==> src/rtl/i2cbm_pkg.sv <==
package i2cbm_pkg;

    localparam int unsigned CFG_IDX_W  = 2;
    localparam int unsigned CFG_DATA_W = 16;

    localparam logic [CFG_IDX_W-1:0] CFG_UNIT_TICKS  = 2'd0;
    localparam logic [CFG_IDX_W-1:0] CFG_ACK_POLL    = 2'd1;
    localparam logic [CFG_IDX_W-1:0] CFG_ADDR_RETRY  = 2'd2;

    localparam logic [2:0] OP_START = 3'd0;
    localparam logic [2:0] OP_ADDR  = 3'd1;
    localparam logic [2:0] OP_SEND  = 3'd2;
    localparam logic [2:0] OP_READ  = 3'd3;
    localparam logic [2:0] OP_STOP  = 3'd4;

    localparam logic [15:0] UNIT_TICKS_RST   = 16'd1;
    localparam logic [15:0] ACK_POLL_RST     = 16'd2000;
    localparam logic [7:0]  ADDR_RETRY_RST   = 8'd10;
    localparam logic [7:0]  ADDR_DIR_MASK    = 8'hFE;
    localparam logic [3:0]  BITS_PER_BYTE    = 4'd8;

    typedef struct packed {
        logic       cmd_valid;
        logic [2:0] opcode;
        logic [7:0] data_byte;
        logic       read_dir;
        logic       master_ack;
        logic       sda_in;
    } t_in_item;

    typedef struct packed {
        logic       scl_level;
        logic       sda_level;
        logic       sda_drive;
        logic       busy_res;
        logic       cmd_done;
        logic       ack_status;
        logic [7:0] read_byte;
    } t_out_item;

    // classified tick as it travels from front to back
    typedef struct packed {
        logic       cmd;
        logic [2:0] op;
        logic [7:0] data;
        logic       mack;
        logic       sda;
    } t_tick;

    typedef enum logic [4:0] {
        PH_IDLE    = 5'd0,
        PH_ST_A    = 5'd1,
        PH_ST_B    = 5'd2,
        PH_SB_LOW  = 5'd3,
        PH_SB_DATA = 5'd4,
        PH_SB_H1   = 5'd5,
        PH_SB_H2   = 5'd6,
        PH_SA_1    = 5'd7,
        PH_SA_2    = 5'd8,
        PH_SA_3    = 5'd9,
        PH_SA_4    = 5'd10,
        PH_POLL    = 5'd11,
        PH_RB_1    = 5'd12,
        PH_RB_2    = 5'd13,
        PH_RB_3    = 5'd14,
        PH_RB_H1   = 5'd15,
        PH_RB_H2   = 5'd16,
        PH_RA_1    = 5'd17,
        PH_RA_2    = 5'd18,
        PH_RA_3    = 5'd19,
        PH_RA_4    = 5'd20,
        PH_SP_1    = 5'd21,
        PH_SP_2    = 5'd22
    } t_phase;

endpackage

==> src/rtl/i2cbm_front.sv <==
module i2cbm_front (
    input  logic              i_clk,
    input  logic              i_rst_n,
    input  logic              i_in_valid,
    output logic              o_in_stall,
    input  i2cbm_pkg::t_in_item i_in_item,
    output logic              o_q_valid,
    output i2cbm_pkg::t_tick  o_q_tick,
    input  logic              i_q_pop
);
    import i2cbm_pkg::*;

    t_tick       r_q [2];
    logic        r_wr_ptr;
    logic        r_rd_ptr;
    logic [1:0]  r_count;
    logic        n_wr_ptr;
    logic        n_rd_ptr;
    logic [1:0]  n_count;
    logic        push;
    logic        pop;
    t_tick       tick;

    // classify: legal command and the byte that goes out on the bus
    always_comb begin
        tick.cmd  = i_in_item.cmd_valid && (i_in_item.opcode <= OP_STOP);
        tick.op   = i_in_item.opcode;
        tick.mack = i_in_item.master_ack;
        tick.sda  = i_in_item.sda_in;
        if (i_in_item.opcode == OP_ADDR) begin
            tick.data = (i_in_item.data_byte & ADDR_DIR_MASK) | {7'd0, i_in_item.read_dir};
        end else begin
            tick.data = i_in_item.data_byte;
        end
    end

    assign o_in_stall = (r_count == 2'd2);
    assign push       = i_in_valid && !o_in_stall;
    assign pop        = i_q_pop && (r_count != 2'd0);
    assign o_q_valid  = (r_count != 2'd0);
    assign o_q_tick   = r_q[r_rd_ptr];

    always_comb begin
        n_wr_ptr = push ? ~r_wr_ptr : r_wr_ptr;
        n_rd_ptr = pop ? ~r_rd_ptr : r_rd_ptr;
        n_count  = r_count;
        if (push && !pop) begin
            n_count = r_count + 2'd1;
        end else if (pop && !push) begin
            n_count = r_count - 2'd1;
        end
    end

    always_ff @(posedge i_clk) begin
        if (!i_rst_n) begin
            r_wr_ptr <= 1'b0;
            r_rd_ptr <= 1'b0;
            r_count  <= 2'd0;
        end else begin
            r_wr_ptr <= n_wr_ptr;
            r_rd_ptr <= n_rd_ptr;
            r_count  <= n_count;
        end
    end

    always_ff @(posedge i_clk) begin
        if (push) begin
            r_q[r_wr_ptr] <= tick;
        end
    end

endmodule

==> src/rtl/i2cbm_back.sv <==
module i2cbm_back (
    input  logic                               i_clk,
    input  logic                               i_rst_n,
    input  logic                               i_cfg_valid,
    output logic                               o_cfg_ready,
    input  logic [i2cbm_pkg::CFG_IDX_W-1:0]    i_cfg_index,
    input  logic [i2cbm_pkg::CFG_DATA_W-1:0]   i_cfg_data,
    input  logic                               i_q_valid,
    input  i2cbm_pkg::t_tick                   i_q_tick,
    output logic                               o_q_pop,
    output logic                               o_out_valid,
    input  logic                               i_out_stall,
    output i2cbm_pkg::t_out_item               o_out_item
);
    import i2cbm_pkg::*;

    logic [15:0] r_unit_ticks;
    logic [15:0] r_ack_poll;
    logic [7:0]  r_addr_retry;

    t_phase      r_phase, n_phase;
    logic [3:0]  r_bit_count, n_bit_count;
    logic [7:0]  r_shift, n_shift;
    logic [15:0] r_unit_count, n_unit_count;
    logic [15:0] r_poll_count, n_poll_count;
    logic [7:0]  r_retry, n_retry;
    logic        r_ack, n_ack;
    logic        r_scl, n_scl;
    logic        r_sda, n_sda;
    logic        r_drive, n_drive;
    logic        r_cur_addr, n_cur_addr;
    logic [7:0]  r_addr_hold, n_addr_hold;
    logic        r_ack_bit, n_ack_bit;
    logic [7:0]  r_rd_hold, n_rd_hold;
    logic        r_out_valid;
    t_out_item   r_out;

    logic        fin;
    logic        pop;
    logic [15:0] unit_lim;
    logic [15:0] poll_lim;
    logic [7:0]  retry_lim;
    logic [15:0] uc_inc;
    logic        unit_end;
    logic [3:0]  bit_inc;
    logic        bits_more;
    logic [7:0]  retry_inc;
    logic        retry_out;
    logic        poll_done;
    logic        ack_call;
    logic        ack_nack;
    logic        retry_again;

    assign o_cfg_ready = 1'b1;

    always_ff @(posedge i_clk) begin
        if (!i_rst_n) begin
            r_unit_ticks <= UNIT_TICKS_RST;
            r_ack_poll   <= ACK_POLL_RST;
            r_addr_retry <= ADDR_RETRY_RST;
        end else if (i_cfg_valid) begin
            case (i_cfg_index)
                CFG_UNIT_TICKS: r_unit_ticks <= i_cfg_data;
                CFG_ACK_POLL:   r_ack_poll   <= i_cfg_data;
                CFG_ADDR_RETRY: r_addr_retry <= i_cfg_data[7:0];
                default: ;
            endcase
        end
    end

    assign pop     = i_q_valid && (!r_out_valid || !i_out_stall);
    assign o_q_pop = pop;

    // zero limits behave as one
    assign unit_lim  = (r_unit_ticks == 16'd0) ? 16'd1 : r_unit_ticks;
    assign poll_lim  = (r_ack_poll == 16'd0) ? 16'd1 : r_ack_poll;
    assign retry_lim = (r_addr_retry == 8'd0) ? 8'd1 : r_addr_retry;

    assign uc_inc    = r_unit_count + 16'd1;
    assign unit_end  = (r_phase != PH_IDLE) && (uc_inc >= unit_lim);
    assign bit_inc   = r_bit_count + 4'd1;
    assign bits_more = (bit_inc < BITS_PER_BYTE);
    assign retry_inc = r_retry + 8'd1;
    assign retry_out = (retry_inc >= retry_lim);
    assign poll_done = (r_poll_count >= poll_lim);

    // acknowledge sample outcome in the two sampling phases
    always_comb begin
        ack_call = 1'b0;
        ack_nack = 1'b0;
        case (r_phase)
            PH_SA_4: begin
                ack_call = !i_q_tick.sda;
            end
            PH_POLL: begin
                ack_call = poll_done || !i_q_tick.sda;
                ack_nack = poll_done;
            end
            default: ;
        endcase
    end

    assign retry_again = r_cur_addr && ack_nack && !retry_out;

    // next phase
    always_comb begin
        n_phase = r_phase;
        if (pop) begin
            if (r_phase == PH_IDLE) begin
                if (i_q_tick.cmd) begin
                    case (i_q_tick.op)
                        OP_START: n_phase = PH_ST_A;
                        OP_ADDR:  n_phase = PH_ST_A;
                        OP_SEND:  n_phase = PH_SB_LOW;
                        OP_READ:  n_phase = PH_RB_1;
                        default:  n_phase = PH_SP_1;
                    endcase
                end
            end else if (unit_end) begin
                case (r_phase)
                    PH_ST_A:    n_phase = PH_ST_B;
                    PH_ST_B:    n_phase = r_cur_addr ? PH_SB_LOW : PH_IDLE;
                    PH_SB_LOW:  n_phase = PH_SB_DATA;
                    PH_SB_DATA: n_phase = PH_SB_H1;
                    PH_SB_H1:   n_phase = PH_SB_H2;
                    PH_SB_H2:   n_phase = bits_more ? PH_SB_LOW : PH_SA_1;
                    PH_SA_1:    n_phase = PH_SA_2;
                    PH_SA_2:    n_phase = PH_SA_3;
                    PH_SA_3:    n_phase = PH_SA_4;
                    PH_SA_4, PH_POLL: begin
                        if (ack_call) begin
                            n_phase = retry_again ? PH_ST_A : PH_IDLE;
                        end else begin
                            n_phase = PH_POLL;
                        end
                    end
                    PH_RB_1:    n_phase = PH_RB_2;
                    PH_RB_2:    n_phase = PH_RB_3;
                    PH_RB_3:    n_phase = PH_RB_H1;
                    PH_RB_H1:   n_phase = PH_RB_H2;
                    PH_RB_H2:   n_phase = bits_more ? PH_RB_1 : PH_RA_1;
                    PH_RA_1:    n_phase = PH_RA_2;
                    PH_RA_2:    n_phase = PH_RA_3;
                    PH_RA_3:    n_phase = PH_RA_4;
                    PH_RA_4:    n_phase = PH_IDLE;
                    PH_SP_1:    n_phase = PH_SP_2;
                    PH_SP_2:    n_phase = PH_IDLE;
                    default:    n_phase = PH_IDLE;
                endcase
            end
        end
    end

    // pins, counters and data
    always_comb begin
        n_bit_count  = r_bit_count;
        n_shift      = r_shift;
        n_unit_count = r_unit_count;
        n_poll_count = r_poll_count;
        n_retry      = r_retry;
        n_ack        = r_ack;
        n_scl        = r_scl;
        n_sda        = r_sda;
        n_drive      = r_drive;
        n_cur_addr   = r_cur_addr;
        n_addr_hold  = r_addr_hold;
        n_ack_bit    = r_ack_bit;
        n_rd_hold    = r_rd_hold;
        fin          = 1'b0;
        if (pop) begin
            if (r_phase == PH_IDLE) begin
                if (i_q_tick.cmd) begin
                    n_unit_count = 16'd0;
                    n_cur_addr   = (i_q_tick.op == OP_ADDR);
                    case (i_q_tick.op)
                        OP_START: begin
                            n_drive = 1'b1;
                            n_sda   = 1'b1;
                            n_scl   = 1'b1;
                        end
                        OP_ADDR: begin
                            n_addr_hold = i_q_tick.data;
                            n_retry     = 8'd0;
                            n_drive     = 1'b1;
                            n_sda       = 1'b1;
                            n_scl       = 1'b1;
                        end
                        OP_SEND: begin
                            n_shift      = i_q_tick.data;
                            n_drive      = 1'b1;
                            n_bit_count  = 4'd0;
                            n_poll_count = 16'd0;
                            n_scl        = 1'b0;
                        end
                        OP_READ: begin
                            n_ack_bit   = i_q_tick.mack;
                            n_drive     = 1'b0;
                            n_bit_count = 4'd0;
                            n_shift     = 8'd0;
                            n_scl       = 1'b0;
                        end
                        default: begin
                            n_drive = 1'b1;
                            n_sda   = 1'b0;
                            n_scl   = 1'b1;
                        end
                    endcase
                end
            end else if (!unit_end) begin
                n_unit_count = uc_inc;
            end else begin
                n_unit_count = 16'd0;
                case (r_phase)
                    PH_ST_A: n_sda = 1'b0;
                    PH_ST_B: begin
                        n_scl = 1'b0;
                        if (r_cur_addr) begin
                            n_shift      = r_addr_hold;
                            n_drive      = 1'b1;
                            n_bit_count  = 4'd0;
                            n_poll_count = 16'd0;
                        end else begin
                            fin = 1'b1;
                        end
                    end
                    PH_SB_LOW:  n_sda = r_shift[7];
                    PH_SB_DATA: n_scl = 1'b1;
                    PH_SB_H2: begin
                        n_shift     = {r_shift[6:0], 1'b0};
                        n_bit_count = bit_inc;
                        n_scl       = 1'b0;
                        if (!bits_more) begin
                            n_drive = 1'b0;
                        end
                    end
                    PH_SA_2: n_scl = 1'b1;
                    PH_SA_4, PH_POLL: begin
                        if (r_phase == PH_SA_4) begin
                            n_poll_count = 16'd0;
                        end
                        if (ack_call) begin
                            n_scl = 1'b0;
                            if (r_cur_addr) begin
                                if (!ack_nack) begin
                                    n_ack = 1'b0;
                                    fin   = 1'b1;
                                end else begin
                                    n_retry = retry_inc;
                                    if (retry_out) begin
                                        n_ack = 1'b1;
                                        fin   = 1'b1;
                                    end else begin
                                        n_drive = 1'b1;
                                        n_sda   = 1'b1;
                                        n_scl   = 1'b1;
                                    end
                                end
                            end else begin
                                n_ack = ack_nack;
                                fin   = 1'b1;
                            end
                        end else if (r_phase == PH_SA_4) begin
                            n_poll_count = 16'd1;
                        end else begin
                            n_poll_count = r_poll_count + 16'd1;
                        end
                    end
                    PH_RB_3: n_scl = 1'b1;
                    PH_RB_H2: begin
                        n_shift     = {r_shift[6:0], i_q_tick.sda};
                        n_bit_count = bit_inc;
                        n_scl       = 1'b0;
                        if (!bits_more) begin
                            n_drive = 1'b1;
                        end
                    end
                    PH_RA_1: n_sda = r_ack_bit;
                    PH_RA_2: n_scl = 1'b1;
                    PH_RA_4: begin
                        n_scl     = 1'b0;
                        n_rd_hold = r_shift;
                        fin       = 1'b1;
                    end
                    PH_SP_1: n_sda = 1'b1;
                    PH_SP_2: fin = 1'b1;
                    default: ;
                endcase
            end
        end
    end

    always_ff @(posedge i_clk) begin
        if (!i_rst_n) begin
            r_phase      <= PH_IDLE;
            r_bit_count  <= 4'd0;
            r_shift      <= 8'd0;
            r_unit_count <= 16'd0;
            r_poll_count <= 16'd0;
            r_retry      <= 8'd0;
            r_ack        <= 1'b1;
            r_scl        <= 1'b0;
            r_sda        <= 1'b0;
            r_drive      <= 1'b1;
            r_cur_addr   <= 1'b0;
            r_addr_hold  <= 8'd0;
            r_ack_bit    <= 1'b0;
            r_rd_hold    <= 8'd0;
            r_out_valid  <= 1'b0;
        end else begin
            r_phase      <= n_phase;
            r_bit_count  <= n_bit_count;
            r_shift      <= n_shift;
            r_unit_count <= n_unit_count;
            r_poll_count <= n_poll_count;
            r_retry      <= n_retry;
            r_ack        <= n_ack;
            r_scl        <= n_scl;
            r_sda        <= n_sda;
            r_drive      <= n_drive;
            r_cur_addr   <= n_cur_addr;
            r_addr_hold  <= n_addr_hold;
            r_ack_bit    <= n_ack_bit;
            r_rd_hold    <= n_rd_hold;
            if (pop) begin
                r_out_valid <= 1'b1;
            end else if (!i_out_stall) begin
                r_out_valid <= 1'b0;
            end
        end
    end

    always_ff @(posedge i_clk) begin
        if (pop) begin
            r_out.scl_level  <= n_scl;
            r_out.sda_level  <= n_drive && n_sda;
            r_out.sda_drive  <= n_drive;
            r_out.busy_res   <= (n_phase != PH_IDLE);
            r_out.cmd_done   <= fin;
            r_out.ack_status <= n_ack;
            r_out.read_byte  <= n_rd_hold;
        end
    end

    assign o_out_valid = r_out_valid;
    assign o_out_item  = r_out;

endmodule

==> src/rtl/i2c_bit_master_top.sv <==
// i2c bit master: bit-level bus engine advanced by one input transaction per tick
//
// input channel: i_in_valid / o_in_stall with i_in_item; every transaction is one
// bus tick carrying the sampled sda level and, while idle, an optional command
// output channel: o_out_valid / i_out_stall with o_out_item; exactly one result
// transaction per input transaction, in order, showing the pins after that tick
// config channel: i_cfg_valid / o_cfg_ready, i_cfg_index selects unit_ticks,
// ack_poll_limit or addr_retry_limit; write only while the engine is idle
//
// latency: two cycles from input accept to the earliest result accept (one cycle
// in the two-entry tick queue, one in the output register)
// throughput: one transaction per cycle, set by the single-cycle engine step
// when the receiver stalls, the result is held and the queue absorbs two more
// ticks before o_in_stall rises
// reset: engine idle, scl low, sda driven low, ack status set, limits at defaults
module i2c_bit_master_top (
    input  logic                               i_clk,
    input  logic                               i_rst_n,
    input  logic                               i_in_valid,
    output logic                               o_in_stall,
    input  i2cbm_pkg::t_in_item                i_in_item,
    output logic                               o_out_valid,
    input  logic                               i_out_stall,
    output i2cbm_pkg::t_out_item               o_out_item,
    input  logic                               i_cfg_valid,
    output logic                               o_cfg_ready,
    input  logic [i2cbm_pkg::CFG_IDX_W-1:0]    i_cfg_index,
    input  logic [i2cbm_pkg::CFG_DATA_W-1:0]   i_cfg_data
);
    import i2cbm_pkg::*;

    logic  q_valid;
    logic  q_pop;
    t_tick q_tick;

    i2cbm_front u_front (
        .i_clk      (i_clk),
        .i_rst_n    (i_rst_n),
        .i_in_valid (i_in_valid),
        .o_in_stall (o_in_stall),
        .i_in_item  (i_in_item),
        .o_q_valid  (q_valid),
        .o_q_tick   (q_tick),
        .i_q_pop    (q_pop)
    );

    i2cbm_back u_back (
        .i_clk       (i_clk),
        .i_rst_n     (i_rst_n),
        .i_cfg_valid (i_cfg_valid),
        .o_cfg_ready (o_cfg_ready),
        .i_cfg_index (i_cfg_index),
        .i_cfg_data  (i_cfg_data),
        .i_q_valid   (q_valid),
        .i_q_tick    (q_tick),
        .o_q_pop     (q_pop),
        .o_out_valid (o_out_valid),
        .i_out_stall (i_out_stall),
        .o_out_item  (o_out_item)
    );

    a_done_not_busy: assert property (@(posedge i_clk) disable iff (!i_rst_n)
        (o_out_valid && o_out_item.cmd_done) |-> !o_out_item.busy_res)
        else $error("command done reported while still busy");

    a_released_sda_low: assert property (@(posedge i_clk) disable iff (!i_rst_n)
        (o_out_valid && !o_out_item.sda_drive) |-> !o_out_item.sda_level)
        else $error("sda level set while released");

    a_full_only_when_blocked: assert property (@(posedge i_clk) disable iff (!i_rst_n)
        o_in_stall |-> o_out_valid)
        else $error("queue full with empty output register");

    a_pop_has_data: assert property (@(posedge i_clk) disable iff (!i_rst_n)
        q_pop |-> q_valid)
        else $error("engine took a tick from an empty queue");

endmodule

==> config.mk <==
export PLATFORM = sky130hd
export DESIGN_NAME = i2c_bit_master_top
export DESIGN_NICKNAME = d
export VERILOG_FILES = /design/src/rtl/i2cbm_pkg.sv /design/src/rtl/i2cbm_front.sv /design/src/rtl/i2cbm_back.sv /design/src/rtl/i2c_bit_master_top.sv
export SDC_FILE = /design/constraint.sdc
export NUM_CORES = 1
export LEC_CHECK = 0
export BUFFER_PORTS_ARGS = -buffer_cell sky130_fd_sc_hd__buf_4
export CAP_MARGIN = 20
export CORE_UTILIZATION = 65
export DETAILED_ROUTE_END_ITERATION = 12
export HOLD_SLACK_MARGIN = 0.05
export PLACE_DENSITY = 0.91
export SLEW_MARGIN = 20
export SYNTH_ARGS = -nofsm -noshare
export SYNTH_HDL_FRONTEND = slang
export SYNTH_SLANG_ARGS = --single-unit
==> constraint.sdc <==
create_clock -name i_clk -period 6.6 [get_ports i_clk]
set_input_delay 0.99 -clock i_clk [delete_from_list [all_inputs] [get_ports i_clk]]
set_output_delay 0.99 -clock i_clk [all_outputs]
set_load 0.005 [all_outputs]
==> flow_metrics.env, run 1 <==
export IMPL_status="finished, final reports clean"
export IMPL_cts_sinks=167
export IMPL_peakVddDrop_mv=0.231
export IMPL_muxShareOfSynthArea=0.0601
export IMPL_drtAntennaViolNets=0
export IMPL_cts_tree="built"
export IMPL_cts_root_buf="clkbuf_16"
export IMPL_cts_setup_buffers=0
export IMPL_tightest_slew_ps=1070
export IMPL_num_vias=7579
export IMPL_clk_latency_ps=440
export IMPL_finalPower_uw=3390
export IMPL_coreArea_um2=13200
export IMPL_dr_first_iter_drc_count=960
export IMPL_area_growth_pct=11.1
export IMPL_tns_ps=0
export IMPL_ios=55
export IMPL_cp_slowest_stage_delay_ps=820
export IMPL_final_max_slew_viol_count=0
export IMPL_dieArea_um2=14000
export IMPL_crit_path_frequent_cell="ha_1"
export IMPL_synthTopCellsByCount="130 x nand2_1, 125 x dfxtp_1, 97 x nor2_1"
export IMPL_clock_skew_ps=12.4
export IMPL_ctsHtreeMaxLevel=4
export IMPL_placed_area_um2=9200
export IMPL_die_w_um=118
export IMPL_dr_pass1_iters=6
export IMPL_synth_xor_area_share=0.0250
export IMPL_synth_fp_nets=1076
export IMPL_grt_pass1_vias=6982
export IMPL_ctsResizeCount=0
export IMPL_cp_end_kind="flop"
export IMPL_setup_violations=0
export IMPL_yosys_top_cells_area="dfxtp_1 29%, edfxtp_1 14%, ha_1 6.4%, nand2_1 5.6%, nor2_1 4.2%"
export IMPL_fillCellCount=944
export IMPL_synth_edf_count=42
export IMPL_yosys_area_share_simple=0.196
export IMPL_syn_instance_count=993
export IMPL_worst_endpoint_arrival_ps=4750
export IMPL_slew_headroom=0.268
export IMPL_power_density_nw_per_um2=347
export IMPL_rsz0062_at_grt="false"
export IMPL_grt_max_degree=85
export IMPL_max_freq_mhz=226
export IMPL_finalCritPeriodShare=0.669
export IMPL_cp_slowest_cell="nor2_1"
export IMPL_crit_chain="ha_1 -> nand2_1 -> nor3_1 -> nand3_1 -> xnor2_1 -> ha_1 -> and4_1 -> o2111ai_1 -> a31o_1 -> a31oi_4 -> or2_2 -> nor2_1 -> a41oi_1 -> a311oi_1"
export IMPL_critPathMaxFanout=15
export IMPL_numCtsBuffers=17
export IMPL_gp_congestion=0.967
export IMPL_yosysSeqAreaShare=0.429
export IMPL_synth_top_area_cell="dfxtp_1"
export IMPL_cts_hold_buf=0
export IMPL_place_inst=1180
export IMPL_synth_top_flop_cell="dfxtp_1"
export IMPL_antenna_found_initial=0
export IMPL_finalWirelength_mm=21.0
export IMPL_drive_above_1_share=0.122
export IMPL_async_flop_share=0
export IMPL_nNetsFinal=1106
export IMPL_layout_cells_non_filler=1212
export IMPL_numPortBuffers=53
export IMPL_post_dp_hpwl_mm=14.4
export IMPL_vias_per_cell=6.25
export IMPL_grt_pass1_wl_mm=34.2
export IMPL_synth_top_family_by_area="simple AND/OR/NAND/NOR gates"
export IMPL_cp_start_kind="flop"
export IMPL_routedWlPerCell_um=17.3
export IMPL_p_leak_uw=0.00391
export IMPL_synth_cell_types=73
export IMPL_ys_ff_latch=167
export IMPL_clk_pin_slew_ps=60
export IMPL_synth_compound_area_share=0.173
export IMPL_seq_area_um2=3760
export IMPL_worstPathRequired_ps=6930
export IMPL_synth_area_um2=8770
export IMPL_cts_buffer_depth=2
export IMPL_yosysWarnings=0
export IMPL_die_y_um=118
export IMPL_fin_crit_ps=4420
export IMPL_initial_core_util=0.665
export IMPL_crit_type="reg2reg"
export IMPL_drc_errors=0
export IMPL_syn_area_per_cell_um2=8.83
export IMPL_maxCapViolations=0
export IMPL_report_final_hold_viol_count=0
export IMPL_synth_adder_area_share=0.0642
export IMPL_multiInputGateArea_um2=4560
export IMPL_grt_remaining_overflow=0
export IMPL_design_area_um2=9750
export IMPL_hold_class="reg2reg"
export IMPL_yosysMostFrequentCell="nand2_1"
export IMPL_grt_util_all_layers=0.306
export IMPL_diodes=0
export IMPL_fp_row_count=42
export IMPL_yosysTopAreaCellShare=0.285
==> power by group <==
group	switching, uW	internal, uW
logic	709	410
clock network	443	493
registers	135	1200
==> sequential cells by signal, indices dropped and copies added, names as in the netlist, named ones only <==
signal	cells
u_back.r_bit_count	4
u_front.r_count	2
u_back.o_out_valid	1
u_back.r_drive	1
u_back.r_addr_hold	8
u_back.r_poll_count	16
u_back.o_out_item	14
u_back.r_rd_hold	8
u_back.r_addr_retry	8
u_front.r_rd_ptr	1
u_back.r_retry	8
u_back.r_unit_ticks	16
u_back.r_cur_addr	1
u_back.r_scl	1
u_back.r_ack_bit	1
u_back.r_sda	1
u_back.r_unit_count	16
u_front.r_q	28
u_back.r_phase	5
u_back.r_ack_poll	16
u_back.r_shift	8
u_back.r_ack	1
u_front.r_wr_ptr	1
==> layer usage <==
metal | vias to the layer above | share of wire | global-route usage
li1 | 3607 | - | -
met1 | 3521 | 0.43 | 0.421
met2 | 394 | 0.46 | 0.470
met3 | 57 | 0.082 | 0.0627
met4 | 0 | 0.025 | 0.125
met5 | - | 0 | 0
==> cell families after synthesis <==
family,Yosys count
multiplexers,48
adder cells (fa/ha/maj),45
other,1
flip-flops,167
buffers and inverters,105
AO/OA/AOI/OAI,234
XOR/XNOR,25
AND/OR/NAND/NOR,368
==> area by class of cell <==
cell class,instances,area share
multi-input cells,721,0.468
flip-flops and latches,167,0.386
repair buffers,59,0.0454
clock buffers,19,0.0444
well taps,176,0.0226
inverters,57,0.0220
clock inverters,13,0.0117
==> through the flow <==
| step | hold WS, ps | setup slack (ps) | utilization |
|---|---|---|---|
| global placement | 461 | 2530 | 0.697 |
| floorplan | 436 | 2770 | - |
| detailed placement | 465 | 2290 | 0.697 |
| finish | 474 | 2180 | 0.739 |
| global route | 503 | 2000 | 0.739 |
| CTS | 475 | 2270 | 0.739 |
==> critical path, delay by kind of cell, from the launching register on <==
| kind | cells | cell delay, ps |
|---|---|---|
| simple gates | 6 | 2160 |
| compound gates | 5 | 960 |
| fa+ha+maj | 2 | 580 |
| flops | 1 | 430 |
| xor+xnor | 1 | 170 |
==> placed cells by master, fill, tap and decap left out, types with 35 or more instances in the layout <==
| cell | instances |
|---|---|
| ha_1 | 45 |
| edfxtp_1 | 42 |
| o21ai_0 | 46 |
| a21oi_1 | 68 |
| dfxtp_1 | 125 |
| buf_4 | 59 |
| inv_1 | 55 |
| mux2i_1 | 35 |
| nand2_1 | 130 |
| nor2_1 | 95 |
==> worst paths after layout <==
| kind | start | to | slack (ps) | cells after the start |
|---|---|---|---|---|
| worst min-delay path | u_back.r_ack_poll[13] | u_back.r_ack_poll[13] | 470 | 2 |
| worst max register to register | u_back.r_unit_count[0] | u_back.r_unit_count[10] | 2180 | 14 |
| worst max-delay path | u_back.r_unit_count[0] | u_back.r_unit_count[10] | 2180 | 14 |
| worst min register to register | u_back.r_ack_poll[13] | u_back.r_ack_poll[13] | 470 | 2 |
Note: power is estimated with default switching activity, not from simulation.
==> run 2, diff against run 1 <==
Settings changed: CORE_UTILIZATION 65 to 61, PLACE_DENSITY 0.91 to 0.86.
Clock period 6.6 ns to 4.3 ns, I/O delays scaled along.
==> flow_metrics.env, run 2 (synthesized netlist as in run 1, its figures left out) <==
export IMPL_num_vias=7517
export IMPL_seq_area_um2=3760
export IMPL_grt_max_degree=85
export IMPL_die_w_um=122
export IMPL_multiInputGateArea_um2=4560
export IMPL_antenna_found_initial=0
export IMPL_die_y_um=122
export IMPL_ios=55
export IMPL_p_int_uw=3280
export IMPL_slew_headroom=0.408
export IMPL_tightest_slew_ps=888
export IMPL_vias_per_cell=6.12
export IMPL_post_dp_hpwl_mm=14.4
export IMPL_clk_latency_ps=440
export IMPL_maxCapViolations=0
export IMPL_finalCritPeriodShare=0.951
export IMPL_met2WireLength_mm=9.69
export IMPL_p_leak_uw=0.00399
export IMPL_dieArea_um2=14900
export IMPL_status="finished, final reports clean"
export IMPL_timing_hold_ws_ps=386
export IMPL_grt_remaining_overflow=0
export IMPL_numCtsBuffers=17
export IMPL_cp_slowest_stage_delay_ps=530
export IMPL_clockPowerShare=0.283
export IMPL_final_cell_mix="130 x nand2_1, 125 x dfxtp_1, 96 x nor2_1, 72 x buf_4, 68 x a21oi_1"
export IMPL_diodes=0
export IMPL_critPathMaxFanout=8
export IMPL_wl_met1_mm=9.05
export IMPL_fp_row_count=43
export IMPL_regMostFlops="u_front.r_q"
export IMPL_finish_utilization=0.708
export IMPL_ctsHtreeMaxLevel=4
export IMPL_cts_buffer_depth=2
export IMPL_hold_class="in2reg"
export IMPL_cts_root_buf="clkbuf_16"
export IMPL_numPortBuffers=53
export IMPL_drtAntennaViolNets=0
export IMPL_dp_slack_ps=294
export IMPL_routedWlPerCell_um=16.9
export IMPL_clk_pin_slew_ps=70
export IMPL_cp_end_kind="flop"
export IMPL_final_max_slew_viol_count=0
export IMPL_finalWirelength_mm=20.8
export IMPL_peakVddDrop_mv=0.415
export IMPL_worst_endpoint_arrival_ps=4420
export IMPL_gp_congestion=0.947
export IMPL_dr_pass1_iters=6
export IMPL_setup_violations=0
export IMPL_crit_chain="nand4_1 -> nor3_1 -> and3_1 -> and3_1 -> xor2_1 -> ha_1 -> and4_1 -> o2111ai_1 -> a31o_1 -> a31oi_4 -> nor2_2 -> or4_1 -> buf_4 -> mux2_4 -> and2_1"
export IMPL_drive_above_1_share=0.134
export IMPL_cts_tree="built"
export IMPL_top_layer="met4"
export IMPL_fillCellCount=1016
export IMPL_tns_ps=0
export IMPL_grt_util_all_layers=0.288
export IMPL_drc_errors=0
export IMPL_nNetsFinal=1119
export IMPL_cts_setup_buffers=0
export IMPL_area_growth_pct=12.5
export IMPL_power_frac_comb=0.339
export IMPL_max_freq_mhz=245
export IMPL_cts_hold_buf=0
export IMPL_power_density_nw_per_um2=536
export IMPL_grt_pass1_wl_mm=33.3
export IMPL_cp_slowest_cell="or4_1"
export IMPL_cp_start_kind="flop"
export IMPL_route_met3_wl_mm=1.63
export IMPL_fin_crit_ps=4090
export IMPL_worstPathRequired_ps=4630
export IMPL_report_final_hold_viol_count=0
export IMPL_crit_type="reg2reg"
export IMPL_largest_reg_flops=28
export IMPL_layout_commonest_cell="nand2_1"
export IMPL_cts_sinks=167
export IMPL_coreArea_um2=13900
export IMPL_clock_skew_ps=10.3
export IMPL_dr_first_iter_drc_count=698
export IMPL_grt_pass1_vias=6804
export IMPL_ctsResizeCount=0
export IMPL_worst_slack_ps=213
export IMPL_rsz0062_at_grt="false"
export IMPL_p_switching_uw=2010
export IMPL_seqPwrFrac=0.378
export IMPL_swShare=0.381
export IMPL_crit_path_frequent_cell="and3_1"
export IMPL_initial_core_util=0.629
run 2: cell type report:
cell class              count  area share
well taps                 180      0.0228
repair buffers             72      0.0548
inverters                  57      0.0217
clock inverters            15      0.0147
multi-input cells         721       0.462
flip-flops and latches    167       0.381
clock buffers              17      0.0431
run 2: metal layers:
layer  vias up  GRT usage
li1       3631          -
met3        46     0.0669
met1      3526      0.389
met4         0     0.0957
met2       314      0.453
met5         -          0
run 2: worst paths after layout:
check,startpoint,end,slack (ps),cells after the start
worst min-delay path,i_in_item[9],u_front.r_q[0][8],390,1
worst min register to register,u_back.r_unit_ticks[11],u_back.r_unit_ticks[11],470,2
worst max register to register,u_back.r_unit_count[2],u_back.r_rd_hold[4],210,15
worst max-delay path,u_back.r_unit_count[2],u_back.r_rd_hold[4],210,15
run 2: per-stage QoR:
stage | cells | power, uW | instance area (um2)
after floorplan | 993 | 3220 | 8770
after global placement | 1197 | 3720 | 9300
after detailed placement | 1197 | 3760 | 9300
after CTS | 1229 | 5240 | 9870
after global routing | 1229 | 5540 | 9870
final | 1229 | 5290 | 9870
run 2: power groups by stage:
| stage | registers, uW | clock network [uW] | logic [uW] |
|---|---|---|---|
| 2_1_floorplan | 1940 | 0 | 1270 |
| 3_3_place_gp | 2020 | 0 | 1700 |
| 3_5_place_dp | 2030 | 0 | 1730 |
| 4_1_cts | 1990 | 1500 | 1750 |
| 5_1_grt | 2020 | 1580 | 1940 |
| 6_report | 2000 | 1500 | 1790 |
run 2: critical path: cells and delay by family, from the launching register on:
family / cells / cell delay, ps
buffers and inverters: 1 / 210
adders and majority gates: 1 / 290
muxes: 1 / 310
DFF: 1 / 450
AOI/OAI and AO/OA: 3 / 630
and+or+nand+nor: 8 / 2000
xor gates and xnor gates: 1 / 90
